$ cat config.mk
export PLATFORM = sky130hd
export DESIGN_NAME = span_run_bottom_cutoff
export DESIGN_NICKNAME = d
export VERILOG_FILES = /design/src/srbc_pkg.sv /design/src/srbc_lane.sv /design/src/srbc_merge.sv /design/src/span_run_bottom_cutoff.sv
export SDC_FILE = /design/constraint.sdc
export NUM_CORES = 1
export LEC_CHECK = 0
export BUFFER_PORTS_ARGS = -buffer_cell sky130_fd_sc_hd__buf_4
export CORE_MARGIN = 2
export CORE_UTILIZATION = 50
export DETAILED_ROUTE_END_ITERATION = 7
export PLACE_DENSITY = 0.7
export SYNTH_ARGS = -nofsm -noshare
export SYNTH_HDL_FRONTEND = slang
export SYNTH_HIERARCHICAL = 1
export SYNTH_SLANG_ARGS = --single-unit
$ cat constraint.sdc
create_clock -name clk -period 5.8 [get_ports clk]
set_input_delay 0.58 -clock clk [delete_from_list [all_inputs] [get_ports clk]]
set_output_delay 0.58 -clock clk [all_outputs]
set_load 0.005 [all_outputs]
$ cat src/srbc_pkg.sv
package srbc_pkg;

    // Width of the image height register and of the reported clear rows.
    localparam int HEIGHT_W = 11;
    localparam int CLEAR_W = 11;

    localparam logic [HEIGHT_W-1:0] HEIGHT_RESET = 11'd1024;

    // The cutoff row sits this many rows above the image bottom.
    localparam int CUTOFF_MARGIN = 24;

    // Run counter saturates here, meaning two or more runs.
    localparam logic [1:0] RUN_CNT_MAX = 2'd2;
    localparam logic [1:0] RUN_CNT_ONE = 2'd1;

    // Per-row control shared by both lanes.
    typedef struct packed {
        logic take;       // a row transfer happens this cycle
        logic active;     // row index is still inside the tracked range
        logic below_cut;  // current row starts above the cutoff
        logic restart;    // last row of the image: report and start over
    } lane_ctrl_t;

    // What one lane reports for the last row.
    typedef struct packed {
        logic                 clear_enable;
        logic [CLEAR_W-1:0]   clear_from;
    } lane_result_t;

endpackage

$ cat src/srbc_lane.sv
module srbc_lane #(
    parameter int COL_BITS = 12,
    parameter int MAX_ROWS = 1024
) (
    input  logic                                  clk,
    input  logic                                  rst_n,
    input  srbc_pkg::lane_ctrl_t                  ctrl,
    input  logic [$clog2(MAX_ROWS)-1:0]           row,
    input  logic signed [COL_BITS:0]              span_start,
    input  logic signed [COL_BITS:0]              span_end,
    output srbc_pkg::lane_result_t                result
);

    localparam int RUN_W = $clog2(MAX_ROWS);
    localparam int SPAN_W = COL_BITS + 1;

    logic signed [SPAN_W-1:0] prev_start_reg, prev_start_next;
    logic signed [SPAN_W-1:0] prev_end_reg, prev_end_next;
    logic [1:0]               run_cnt_reg, run_cnt_next;
    logic [RUN_W-1:0]         first_end_reg, first_end_next;
    logic [RUN_W-1:0]         chosen_end_reg, chosen_end_next;
    logic                     chosen_cur_reg, chosen_cur_next;
    logic                     have_chosen_reg, have_chosen_next;

    logic                          span_empty;
    logic                          prev_ok;
    logic                          overlap;
    logic [RUN_W-1:0]              pick_end;
    logic [srbc_pkg::CLEAR_W-1:0]  clear_sum;

    assign span_empty = (span_start < 0) || (span_end < 0);
    assign prev_ok    = (prev_start_reg >= 0) && (prev_end_reg >= 0);
    assign overlap    = prev_ok && !((span_end < prev_start_reg) ||
                                     (span_start > prev_end_reg));

    // Next state with the current row folded in; the report for the last row
    // is taken from these values.
    always_comb
    begin
        prev_start_next  = prev_start_reg;
        prev_end_next    = prev_end_reg;
        run_cnt_next     = run_cnt_reg;
        first_end_next   = first_end_reg;
        chosen_end_next  = chosen_end_reg;
        chosen_cur_next  = chosen_cur_reg;
        have_chosen_next = have_chosen_reg;
        if (ctrl.active)
        begin
            if (span_empty)
            begin
                prev_start_next = '1;
                prev_end_next   = '1;
            end
            else
            begin
                if (overlap)
                begin
                    if (run_cnt_reg == srbc_pkg::RUN_CNT_ONE)
                        first_end_next = row;
                    if (chosen_cur_reg)
                        chosen_end_next = row;
                end
                else
                begin
                    if (run_cnt_reg != srbc_pkg::RUN_CNT_MAX)
                        run_cnt_next = run_cnt_reg + 2'd1;
                    if (run_cnt_next == srbc_pkg::RUN_CNT_ONE)
                        first_end_next = row;
                    if (ctrl.below_cut)
                    begin
                        have_chosen_next = 1'b1;
                        chosen_cur_next  = 1'b1;
                        chosen_end_next  = row;
                    end
                    else
                    begin
                        chosen_cur_next = 1'b0;
                    end
                end
                prev_start_next = span_start;
                prev_end_next   = span_end;
            end
        end
    end

    assign pick_end  = have_chosen_next ? chosen_end_next : first_end_next;
    assign clear_sum = srbc_pkg::CLEAR_W'(pick_end) + srbc_pkg::CLEAR_W'(1);

    always_comb
    begin
        result.clear_enable = (run_cnt_next == srbc_pkg::RUN_CNT_MAX);
        result.clear_from   = result.clear_enable ? clear_sum : '0;
    end

    always_ff @(posedge clk or negedge rst_n)
    begin
        if (!rst_n)
        begin
            prev_start_reg  <= '1;
            prev_end_reg    <= '1;
            run_cnt_reg     <= '0;
            first_end_reg   <= '0;
            chosen_end_reg  <= '0;
            chosen_cur_reg  <= 1'b0;
            have_chosen_reg <= 1'b0;
        end
        else if (ctrl.take)
        begin
            if (ctrl.restart)
            begin
                prev_start_reg  <= '1;
                prev_end_reg    <= '1;
                run_cnt_reg     <= '0;
                first_end_reg   <= '0;
                chosen_end_reg  <= '0;
                chosen_cur_reg  <= 1'b0;
                have_chosen_reg <= 1'b0;
            end
            else
            begin
                prev_start_reg  <= prev_start_next;
                prev_end_reg    <= prev_end_next;
                run_cnt_reg     <= run_cnt_next;
                first_end_reg   <= first_end_next;
                chosen_end_reg  <= chosen_end_next;
                chosen_cur_reg  <= chosen_cur_next;
                have_chosen_reg <= have_chosen_next;
            end
        end
    end

endmodule

$ cat src/srbc_merge.sv
module srbc_merge (
    input  logic                   clk,
    input  logic                   rst_n,
    input  logic                   load,
    input  srbc_pkg::lane_result_t left_result,
    input  srbc_pkg::lane_result_t right_result,
    input  logic                   out_ready,
    output logic                   out_valid,
    output logic                   left_clear_enable,
    output logic [srbc_pkg::CLEAR_W-1:0] left_clear_from,
    output logic                   right_clear_enable,
    output logic [srbc_pkg::CLEAR_W-1:0] right_clear_from
);

    logic                   valid_reg, valid_next;
    srbc_pkg::lane_result_t left_reg;
    srbc_pkg::lane_result_t right_reg;

    // A new report may load in the same cycle the previous one transfers out.
    always_comb
    begin
        valid_next = valid_reg;
        if (load)
            valid_next = 1'b1;
        else if (out_ready)
            valid_next = 1'b0;
    end

    always_ff @(posedge clk or negedge rst_n)
    begin
        if (!rst_n)
            valid_reg <= 1'b0;
        else
            valid_reg <= valid_next;
    end

    always_ff @(posedge clk)
    begin
        if (load)
        begin
            left_reg  <= left_result;
            right_reg <= right_result;
        end
    end

    assign out_valid          = valid_reg;
    assign left_clear_enable  = left_reg.clear_enable;
    assign left_clear_from    = left_reg.clear_from;
    assign right_clear_enable = right_reg.clear_enable;
    assign right_clear_from   = right_reg.clear_from;

endmodule

$ cat src/span_run_bottom_cutoff.sv
// Row span run tracker with bottom cutoff.
//
// Input channel (in_valid/in_ready): one image row per transfer with a left
// and a right column span; a negative end marks an empty span. last_row marks
// the final row of the image. Output channel (out_valid/out_ready): one
// report per image, carrying per side the clear enable and the first row to
// clear. Configuration channel (cfg_valid/cfg_ready, cfg_data): writes the
// image height; cfg_ready is always high. Write it only while the block is idle.
//
// Throughput: one row per cycle. Both sides are handled by their own lane in
// the same cycle, so each row costs one compare pass per side.
// The report is registered and appears in the cycle after the last row's transfer.
// Rows that are not the last are taken even while a report waits at the
// output; a last row waits for the output register to free up, so a stalled
// receiver holds off only the next image's last row.
// Reset clears all run state, empties the output register and sets the image
// height to 1024. After each last row the run state restarts for a new image.
module span_run_bottom_cutoff #(
    parameter int MAX_ROWS = 1024,
    parameter int COL_BITS = 12
) (
    input  logic                                  clk,
    input  logic                                  rst_n,
    input  logic                                  cfg_valid,
    output logic                                  cfg_ready,
    input  logic [srbc_pkg::HEIGHT_W-1:0]         cfg_data,
    input  logic                                  in_valid,
    output logic                                  in_ready,
    input  logic signed [COL_BITS:0]              left_start,
    input  logic signed [COL_BITS:0]              left_end,
    input  logic signed [COL_BITS:0]              right_start,
    input  logic signed [COL_BITS:0]              right_end,
    input  logic                                  last_row,
    output logic                                  out_valid,
    input  logic                                  out_ready,
    output logic                                  left_clear_enable,
    output logic [srbc_pkg::CLEAR_W-1:0]          left_clear_from,
    output logic                                  right_clear_enable,
    output logic [srbc_pkg::CLEAR_W-1:0]          right_clear_from
);

    localparam int RUN_W = $clog2(MAX_ROWS);
    localparam int ROW_W = $clog2(MAX_ROWS + 1);
    localparam int CMP_W = ((ROW_W > srbc_pkg::HEIGHT_W) ? ROW_W : srbc_pkg::HEIGHT_W) + 1;

    logic [srbc_pkg::HEIGHT_W-1:0] height_reg;
    logic [ROW_W-1:0]              row_reg, row_next;

    logic                   take;
    logic                   active;
    logic [CMP_W-1:0]       row_plus_margin;
    srbc_pkg::lane_ctrl_t   ctrl;
    srbc_pkg::lane_result_t left_result;
    srbc_pkg::lane_result_t right_result;

    assign cfg_ready = 1'b1;
    assign in_ready  = !last_row || !out_valid || out_ready;
    assign take      = in_valid && in_ready;
    assign active    = (row_reg < ROW_W'(MAX_ROWS));

    // row < height - 24 as signed, rewritten without a negative operand.
    assign row_plus_margin = CMP_W'(row_reg) + CMP_W'(srbc_pkg::CUTOFF_MARGIN);

    always_comb
    begin
        ctrl.take      = take;
        ctrl.active    = active;
        ctrl.below_cut = (row_plus_margin < CMP_W'(height_reg));
        ctrl.restart   = last_row;
    end

    always_comb
    begin
        row_next = row_reg;
        if (last_row)
            row_next = '0;
        else if (active)
            row_next = row_reg + ROW_W'(1);
    end

    always_ff @(posedge clk or negedge rst_n)
    begin
        if (!rst_n)
        begin
            height_reg <= srbc_pkg::HEIGHT_RESET;
            row_reg    <= '0;
        end
        else
        begin
            if (cfg_valid)
                height_reg <= cfg_data;
            if (take)
                row_reg <= row_next;
        end
    end

    srbc_lane #(
        .COL_BITS (COL_BITS),
        .MAX_ROWS (MAX_ROWS)
    ) u_lane_left (
        .clk        (clk),
        .rst_n      (rst_n),
        .ctrl       (ctrl),
        .row        (row_reg[RUN_W-1:0]),
        .span_start (left_start),
        .span_end   (left_end),
        .result     (left_result)
    );

    srbc_lane #(
        .COL_BITS (COL_BITS),
        .MAX_ROWS (MAX_ROWS)
    ) u_lane_right (
        .clk        (clk),
        .rst_n      (rst_n),
        .ctrl       (ctrl),
        .row        (row_reg[RUN_W-1:0]),
        .span_start (right_start),
        .span_end   (right_end),
        .result     (right_result)
    );

    srbc_merge u_merge (
        .clk                (clk),
        .rst_n              (rst_n),
        .load               (take && last_row),
        .left_result        (left_result),
        .right_result       (right_result),
        .out_ready          (out_ready),
        .out_valid          (out_valid),
        .left_clear_enable  (left_clear_enable),
        .left_clear_from    (left_clear_from),
        .right_clear_enable (right_clear_enable),
        .right_clear_from   (right_clear_from)
    );

endmodule

==> metrics.csv, run 1 <==
metric;value;unit
number of max-cap violations;0;
drt pass-1 iters;5;
GRT Max-Usage Layer;met2;
Slew Viols, Final;0;
hold crit path type;input pin to async pin;
Critical Path RT;5930;ps
P_int;2.008;mW
Post-Syn Area;0.008890;mm²
Design Power;2.851;mW
routed wire length per instance;18.22;µm
Die Y;137.3;µm
mean area per synthesized cell;9.944;µm²
Synth warnings;6;
Leakage;4.708;nW
total CTS buffers;17;
layout net count;1121;
via/cell ratio;6.033;
H-tree depth;4;
TritonCTS clock tree;built;
Clock Power Share;36.6;%
net switching power;0.8433;mW
GP Congestion;0.8911;
GRT Resource Usage Total;24.63;%
most common cell in the netlist;inv_1;
Synth area leaders;dfrtp_1 (20%), dfstp_2 (15%), ha_1 (10%);
via count;7354;
ant diodes;0;
setup violators final;0;
FMAX;0.2110;GHz
clock tree buffer depth;2;
Slew HR;10.68;%
sequential power share;42.4;%
CTS Root Cell;clkbuf_16;
Worst EP arrival;4870;ps
total gr overflow;0;
met1 Use GR;32.58;%
flop-to-flop setup slack;1060;ps
Final Non-Filler Cells;1219;
dpl hpwl;15520;µm
# port buffers;94;
crit path max fanout;17;
Post-CTS Setup Inserts;0;
CTS sink cnt;145;
Net Count, Synth;1034;
DR iter-0 viols;648;
first-pass GRT wire length;36270;µm
largest net degree at the start of global routing;66;
global-route met3 utilization;4.268;%
clk slew on worst S/H paths;60;ps
area leader, netlist;dfrtp_1;
final core utilization;59.67;%
most frequent cells after synthesis;inv_1 (88), ha_1 (71), dfrtp_1 (70), nor2_1 (67), o22a_1 (56);
FF+latch count, synth;145;
Cell variety after synth;67;
pwr/cell area;275.3;mW/mm²
top-area cell type share of the netlist area;19.70;%
Post-Synthesis Cells;894;
crit end category;flip-flop;
CP Launch Type;flip-flop;
clock skew;6.902;ps
Main synth FF type;dfrtp_1;
Combinational Power Share;20.9;%
setup TNS;0;ps
min Tclk post-route;4740;ps
worst-case vdd ir drop;0.2127;mV
ANT nets after route;0;
sequential share of the synthesized area;42.89;%
initial antenna violation count;0;
hold buffer count at CTS;0;
die span in x;137.3;µm
die area;0.01886;mm²
vias in the first global route;7292;
FFs w/ async S/R, synth;83.45;%
global-route met2 utilization;40.35;%
share of cells above drive strength 1;21.13;%
WL final;22210;µm
Worst-Margin Slew;1334;ps
post-CTS sizing;0;
fin crit share;81.72;%
Clk Latency, worst-skew pair;420;ps
Core Box Area;0.01736;mm²
sw frac;29.58;%
outcome;finished, final reports clean;
RSZ-0062 raised after global routing;false;
Area Growth Syn to Fin;16.50;%
# placed instances;1187;
critical path class;flip-flop to flip-flop;
Final Hold Fails;0;
Starting Density;51.22;%
FP Rows;48;
Residual DRC;0;
number of synthesized flops with an enable pin;24;
I/O Pins;96;
## layer usage
metal  part of all wire [%]  vias to the layer above
li1                       -                     3532
met1                     46                     3553
met2                     47                      231
met3                    4.8                       38
met4                    2.3                        0
met5                      0                        -
## cell type report
cell class,count,area (µm²)
inverters,90,337.8
fillers,1488,7000
multi-input cells,620,4562
clock inverters,4,20.02
well taps,225,281.5
repair buffers,107,803.3
clock buffers,28,539.3
flip-flops and latches,145,3812
## through the flow
step / hold slack, ps / setup slack [ps] / area (µm²)
after CTS: 303.3 / 1153 / 10360
after floorplan: 284.4 / 1256 / 8890
final: 273.2 / 1060 / 10360
after global placement: 494.1 / 1378 / 9797
after global routing: 342.2 / 735.1 / 10360
after detailed placement: 493.6 / 1212 / 9797
## cells by family after synthesis
group	share of synthesized area, %
compound gates	26.04
xor+xnor	1.970
fa+ha+maj	9.993
buf+inv	5.799
flops	42.89
mux	0.7178
other cells	0.04218
simple gates	12.55
## worst paths after layout
path                                                           start                                   endpoint  cells past startpoint
min in group clk                                         cfg_data[9]                  height_reg[9]$_DFFE_PN0P_                      3
setup / recovery                              row_reg[6]$_DFFE_PN0P_      u_merge/right_clear_from[8]$_DFFE_PP_                     19
hold / removal                                                 rst_n                  height_reg[1]$_DFFE_PN0P_                      1
hold reg to reg            u_lane_right/prev_end_reg[11]$_DFFE_PN1P_  u_lane_right/prev_end_reg[11]$_DFFE_PN1P_                      1
max in group asynchronous                                      rst_n   u_lane_left/first_end_reg[0]$_DFFE_PN0P_                      2
setup reg to reg                              row_reg[6]$_DFFE_PN0P_      u_merge/right_clear_from[8]$_DFFE_PP_                     19
## power groups by stage
stage / Clock, mW / Combinational (mW) / Sequential [mW]
floorplan: 0 / 0.395 / 1.20
global placement: 0 / 0.587 / 1.22
detailed placement: 0 / 0.593 / 1.22
CTS: 1.06 / 0.595 / 1.21
global route: 1.11 / 0.667 / 1.22
finish: 1.04 / 0.597 / 1.21
## critical path: stages, from the launching register on
cell and delay (ps):
dfrtp_1 710, and4_1 330, nor2b_1 190, xnor2_1 140, ha_1 280, a21oi_1 160, nand3_1 100, a41oi_1 180
buf_4 230, nand2_1 100, inv_1 90, o21ai_0 150, nand3_1 420, o22ai_1 170, nor2_1 170, ha_1 230
o221ai_1 150, nor4b_1 400, xor2_1 180, nor2_1 50
## layout by cell type, fill, tap and decap left out, types with 4 or more instances in the layout
cell type / n
buf_4: 107
inv_1: 88
ha_1: 71
dfrtp_1: 70
nor2_1: 67
o22a_1: 56
dfstp_2: 51
a22oi_1: 50
nand2_1: 44
o21ai_0: 42
o2bb2ai_1: 42
a21oi_1: 35
nand3_1: 24
edfxtp_1: 24
clkbuf_16: 19
xor2_1: 14
nand4_1: 14
and3_1: 14
o22ai_1: 14
nor2b_1: 9
a21o_1: 8
o31ai_1: 8
a31oi_1: 8
xnor2_1: 6
clkbuf_1: 6
o21a_1: 6
and4_1: 4
clkinv_2: 4
o21ai_1: 4
o221ai_1: 4
o221a_2: 4
nor3_1: 4
nor4b_1: 4
nand4b_1: 4
Note: power is estimated with default switching activity, not from simulation.
==> run 2: changes to the inputs <==
==> constraint.sdc (replaced) <==
create_clock -name clk -period 4.5 [get_ports clk]
set_input_delay 0.45 -clock clk [delete_from_list [all_inputs] [get_ports clk]]
set_output_delay 0.45 -clock clk [all_outputs]
set_load 0.005 [all_outputs]
==> run 2 against run 1 <==
  * Routed wire length shrank 0.62%
  * Total power grew 32%
  * Register-to-register slack lost 740 ps
  * Utilization grew 1.7 points
  * Critical path depth grew 3
  * Flip-flop and latch count is the same
  * Worst hold slack lost 160 ps
  * Combinational power grew 37%
  * Critical path type unchanged
  * Largest cell class unchanged
==> metrics.csv, run 2 (synthesis results as in run 1) <==
metric;value;unit
CTS Root Cell;clkbuf_16;
initial antenna violation count;0;
CP cell instances;inv_1 -> ha_1 -> nor2b_2 -> nand2_1 -> xnor2_1 -> ha_1 -> nand4_1 -> nor2_1 -> a21o_1 -> a41oi_4 -> buf_4 -> a21oi_1 -> o21ai_0 -> nand3_1 -> buf_4 -> o22ai_1 -> nor2_1 -> ha_2 -> o221ai_1 -> nor4b_2 -> xor2_1 -> nor2_1;
CTS sink cnt;145;
ANT nets after route;0;
Fin Hold WS;116.6;ps
first-pass GRT wire length;36140;µm
Final Hold Fails;0;
TritonCTS clock tree;built;
CP bufs+invs;3;
die area;0.01886;mm²
number of stages on the worst setup path;22;
Residual DRC;0;
outcome;finished, final reports clean;
Worst EP arrival;4340;ps
routed length on met2;10410;µm
CP Launch Type;flip-flop;
clk slew on worst S/H paths;60;ps
most used cell, CP;nor2_1;
dpl hpwl;15390;µm
Leakage;4.852;nW
highest routed layer;met4;
FP Rows;48;
Core Box Area;0.01736;mm²
DR iter-0 viols;653;
Top delay family on crit path;simple AND/OR/NAND/NOR gates;
Area Growth Syn to Fin;19.89;%
clock tree buffer depth;2;
hold crit path type;input pin to async pin;
layout net count;1143;
GP Congestion;0.9371;
clock skew;9.666;ps
via/cell ratio;6.013;
# port buffers;94;
met3 routed WL;1222;µm
total gr overflow;0;
ant diodes;0;
FMAX;0.2395;GHz
Worst-Margin Slew;973.8;ps
Critical Path RT;4670;ps
worst-case vdd ir drop;0.2388;mV
setup violators final;0;
WL final;22070;µm
number of max-cap violations;0;
pwr/cell area;353.9;mW/mm²
Clk Latency, worst-skew pair;420;ps
I/O Pins;96;
end of the worst register-to-register path;u_merge/left_clear_from[8]$_DFFE_PP_;
worst setup path endpoint;u_merge/left_clear_from[8]$_DFFE_PP_;
CP startpoint;row_reg[3]$_DFFE_PN0P_;
H-tree depth;4;
vias in the first global route;7191;
GRT Resource Usage Total;24.35;%
CP peak stage delay;360;ps
via count;7462;
min Tclk post-route;4175;ps
Die Y;137.3;µm
drt pass-1 iters;6;
routed wire length per instance;17.79;µm
Starting Density;51.22;%
M1 WL;10240;µm
largest net degree at the start of global routing;70;
Slew Viols, Final;0;
CP max stage cell;nor4b_2;
crit end category;flip-flop;
r2r worst-path depth;22;
critical path class;flip-flop to flip-flop;
die span in x;137.3;µm
crit path max fanout;12;
final core utilization;61.40;%
total CTS buffers;17;
Slew HR;35.08;%
fin crit share;92.78;%
most frequent cells in the layout;buf_4 (126), inv_1 (88), ha_1 (70), dfrtp_1 (70), nor2_1 (67);
flop-to-flop setup slack;320;ps
share of cells above drive strength 1;24.61;%
commonest non-fill, non-tap cell in the layout;buf_4;
worst reg2reg path startpoint;row_reg[3]$_DFFE_PN0P_;
[run 2: routing by layer]
metal	GRT usage, %	up-vias
met5	0	-
met4	5.326	0
met3	4.746	23
met2	39.28	247
met1	34.11	3609
li1	-	3583
[run 2: worst min path at each step]
| stage | from | endpoint | slack, ps | cells past startpoint |
|---|---|---|---|---|
| floorplan | rst_n | height_reg[0]$_DFFE_PN0P_ | 150 | 0 |
| global route | rst_n | height_reg[7]$_DFFE_PN0P_ | 130 | 1 |
| global placement | u_merge/out_valid$_DFFE_PN0P_ | u_merge/out_valid$_DFFE_PN0P_ | 500 | 1 |
| detailed placement | u_lane_left/prev_start_reg[4]$_DFFE_PN1P_ | u_lane_left/prev_start_reg[4]$_DFFE_PN1P_ | 510 | 1 |
| CTS | rst_n | height_reg[7]$_DFFE_PN0P_ | 100 | 1 |
| finish | rst_n | height_reg[7]$_DFFE_PN0P_ | 120 | 1 |
[run 2: worst register-to-register path: stages, from the launching register on]
cell and delay (ps):
dfrtp_1 340, inv_1 80, ha_1 240, nor2b_2 150, nand2_1 80, xnor2_1 140, ha_1 310, nand4_1 90
nor2_1 120, a21o_1 230, a41oi_4 210, buf_4 210, a21oi_1 110, o21ai_0 90, nand3_1 150, buf_4 210
o22ai_1 100, nor2_1 110, ha_2 220, o221ai_1 150, nor4b_2 360, xor2_1 170, nor2_1 60
[run 2: area by class of cell]
| type | instances | area (µm²) |
|---|---|---|
| inverter | 90 | 337.8 |
| tap | 225 | 281.5 |
| clock buffer | 22 | 484.2 |
| fill | 1477 | 6699 |
| sequential | 145 | 3812 |
| clock inverter | 10 | 103.9 |
| timing repair buffer | 128 | 977.2 |
| multi-input combinational | 621 | 4661 |
[run 2: per-stage QoR]
step	power [mW]	setup TNS (ps)	instances	cell area, µm²	setup WS (ps)
after detailed placement	2.352	-40.80	1205	9952	-40.63
after global placement	2.346	0	1205	9952	201.4
final	3.772	0	1241	10660	324.8
after global routing	3.982	-15.19	1241	10660	-8.176
after floorplan	2.060	0	894	8897	170.9
after CTS	3.777	0	1237	10550	2.050
[run 2: timing repair]
| action | in CTS | in global routing |
|---|---|---|
| hold buffers | 0 | 0 |
| buffers inserted | 0 | 3 |
| cloned | 0 | 1 |
| resized for setup | 1 | 16 |
| pin swaps | 0 | 5 |
| endpoints found under the setup margin | 2 | 8 |
[run 2: power breakdown]
| group | internal, mW | switching, mW |
|---|---|---|
| combinational | 0.342 | 0.474 |
| sequential | 1.46 | 0.0909 |
| clock | 0.871 | 0.533 |
| total | 2.67 | 1.10 |
==> run 3: changes to the inputs <==
--- a/config.mk
+++ b/config.mk
@@ -10,6 +10,7 @@
 export CORE_UTILIZATION = 50
 export DETAILED_ROUTE_END_ITERATION = 7
 export PLACE_DENSITY = 0.7
+export SETUP_SLACK_MARGIN = 0.4
 export SYNTH_ARGS = -nofsm -noshare
 export SYNTH_HDL_FRONTEND = slang
 export SYNTH_HIERARCHICAL = 1
==> constraint.sdc (replaced) <==
create_clock -name clk -period 4.9 [get_ports clk]
set_input_delay 0.49 -clock clk [delete_from_list [all_inputs] [get_ports clk]]
set_output_delay 0.49 -clock clk [all_outputs]
set_load 0.005 [all_outputs]
==> run 3 against run 2 <==
  * Sequential power is 8% lower
  * Fmax is 1.3% lower
  * Sequential share of layout area is 0.17 points higher
  * Clock power is 6% lower
  * Register-to-register slack better by 340 ps
  * Clock skew is 1.6 ps lower
  * Critical path type unchanged
==> metrics.csv, run 3 (synthesis results as in run 1) <==
metric;value;unit
via count;7412;
number of max-cap violations;0;
most frequent cells in the layout;buf_4 (124), inv_1 (88), ha_1 (70);
hold crit path type;input pin to async pin;
H-tree depth;4;
critical path class;flip-flop to flip-flop;
clock skew;8.058;ps
Design Power;3.474;mW
via/cell ratio;5.997;
dpl hpwl;15490;µm
I/O Pins;96;
outcome;finished, final reports clean;
Fin Hold WS;12.78;ps
fill count;1501;
worst-case vdd ir drop;0.2413;mV
DR iter-0 viols;603;
setup violators final;0;
share of cells above drive strength 1;24.13;%
FMAX;0.2364;GHz
Worst EP arrival;4400;ps
CTS Root Cell;clkbuf_16;
setup ws final;669.1;ps
sw frac;29.24;%
Residual DRC;0;
WL final;22070;µm
flop-to-flop setup slack;670;ps
area of the multi-input gates;0.004634;mm²
GRT Resource Usage Total;24.38;%
hold buffer count at CTS;0;
Slew Viols, Final;0;
GP Congestion;0.9067;
sequential power share;41.0;%
final instance area;0.01061;mm²
total gr overflow;0;
placed instance area;0.009902;mm²
initial antenna violation count;0;
FP Rows;48;
Die Y;137.3;µm
Clock Power Share;37.7;%
Final Non-Filler Cells;1236;
ANT nets after route;0;
end of the worst register-to-register path;u_merge/left_clear_from[8]$_DFFE_PP_;
r2r worst-path depth;22;
worst slack, placed;357.4;ps
die span in x;137.3;µm
CTS sink cnt;145;
fin crit share;86.34;%
P_int;2.458;mW
Critical Path RT;5070;ps
final core utilization;61.13;%
drt pass-1 iters;8;
# port buffers;94;
total CTS buffers;17;
first-pass GRT wire length;36180;µm
clock tree buffer depth;2;
die area;0.01886;mm²
min Tclk post-route;4231;ps
Register Area;0.003814;mm²
Clk Latency, worst-skew pair;420;ps
Starting Density;51.22;%
Worst-Margin Slew;982.5;ps
Final Hold Fails;0;
layout net count;1138;
crit end category;flip-flop;
Leakage;4.816;nW
worst reg2reg path startpoint;row_reg[3]$_DFFE_PN0P_;
ant diodes;0;
# placed instances;1200;
Slew HR;34.50;%
RSZ-0062 raised after global routing;false;
net switching power;1.016;mW
vias in the first global route;7199;
Area Growth Syn to Fin;19.35;%
Core Box Area;0.01736;mm²
pwr/cell area;327.4;mW/mm²
crit path max fanout;12;
clk slew on worst S/H paths;60;ps
CP Launch Type;flip-flop;
setup TNS;0;ps
routed wire length per instance;17.85;µm
largest net degree at the start of global routing;61;
commonest non-fill, non-tap cell in the layout;buf_4;
TritonCTS clock tree;built;
Combinational Power Share;21.2;%
## run 3: cell count changes in the layout (fill, tap and decap cells not counted), sizes merged, moves of 2 or more
| cell | previous run | this run |
|---|---|---|
| buf | 128 | 124 |
| bufinv | 2 | 0 |
| clkbuf | 22 | 27 |
| clkinv | 7 | 5 |
| clkinvlp | 0 | 2 |
| inv | 91 | 88 |
## run 3: how the worst max path moves through the flow
| stage | from | end | slack [ps] | cells past startpoint |
|---|---|---|---|---|
| 2_1_floorplan | row_reg[3]$_DFFE_PN0P_ | u_merge/left_clear_from[8]$_DFFE_PP_ | 570 | 22 |
| 3_3_place_gp | row_reg[3]$_DFFE_PN0P_ | u_merge/left_clear_from[9]$_DFFE_PP_ | 500 | 19 |
| 3_5_place_dp | row_reg[3]$_DFFE_PN0P_ | u_merge/left_clear_from[10]$_DFFE_PP_ | 360 | 20 |
| 4_1_cts | row_reg[3]$_DFFE_PN0P_ | u_merge/left_clear_from[10]$_DFFE_PP_ | 400 | 20 |
| 5_1_grt | row_reg[3]$_DFFE_PN0P_ | u_merge/left_clear_from[8]$_DFFE_PP_ | 350 | 22 |
| 6_report | row_reg[3]$_DFFE_PN0P_ | u_merge/left_clear_from[8]$_DFFE_PP_ | 670 | 22 |
## run 3: final cells by class
cell class	instances	area share, %
multi-input cells	620	43.68
flip-flops and latches	145	35.94
repair buffers	124	8.774
clock buffers	27	5.448
inverters	90	3.184
well taps	225	2.653
clock inverters	5	0.3184
## run 3: power groups by stage
| stage | clock [mW] | combinational, mW | sequential [mW] |
|---|---|---|---|
| 6_report | 1.31 | 0.738 | 1.42 |
| 5_1_grt | 1.39 | 0.820 | 1.44 |
| 4_1_cts | 1.34 | 0.722 | 1.42 |
| 3_5_place_dp | 0 | 0.713 | 1.44 |
| 3_3_place_gp | 0 | 0.711 | 1.44 |
| 2_1_floorplan | 0 | 0.469 | 1.42 |
## run 3: repair_timing
action / in CTS / in global routing
setup buffers: 0 / 4
resized for setup: 2 / 13
cloned: 0 / 0
setup endpoints to repair: 5 / 8
pin swaps: 0 / 6
## run 3: metal layers
metal / GRT usage, % / up-vias / part of all wire, %
met1: 33.63 / 3606 / 46
met4: 5.956 / 0 / 1.0
met3: 4.378 / 21 / 5.1
met2: 39.91 / 218 / 47
li1: - / 3567 / -
met5: 0 / - / 0
## run 3: worst max-delay path: stages (launching register included)
cell and delay [ps]:
dfrtp_1 340, inv_1 80, ha_1 240, nor2b_2 160
nand2_1 80, xnor2_1 140, ha_1 320, nand4_1 110
nor2_1 110, a21o_1 170, a41oi_4 210, buf_4 220
a21oi_1 90, o21ai_0 90, nand3_1 140, buf_4 210
o22ai_1 90, nor2_1 140, ha_1 240, o221ai_1 220
nor4b_2 350, xor2_1 170, nor2_1 50
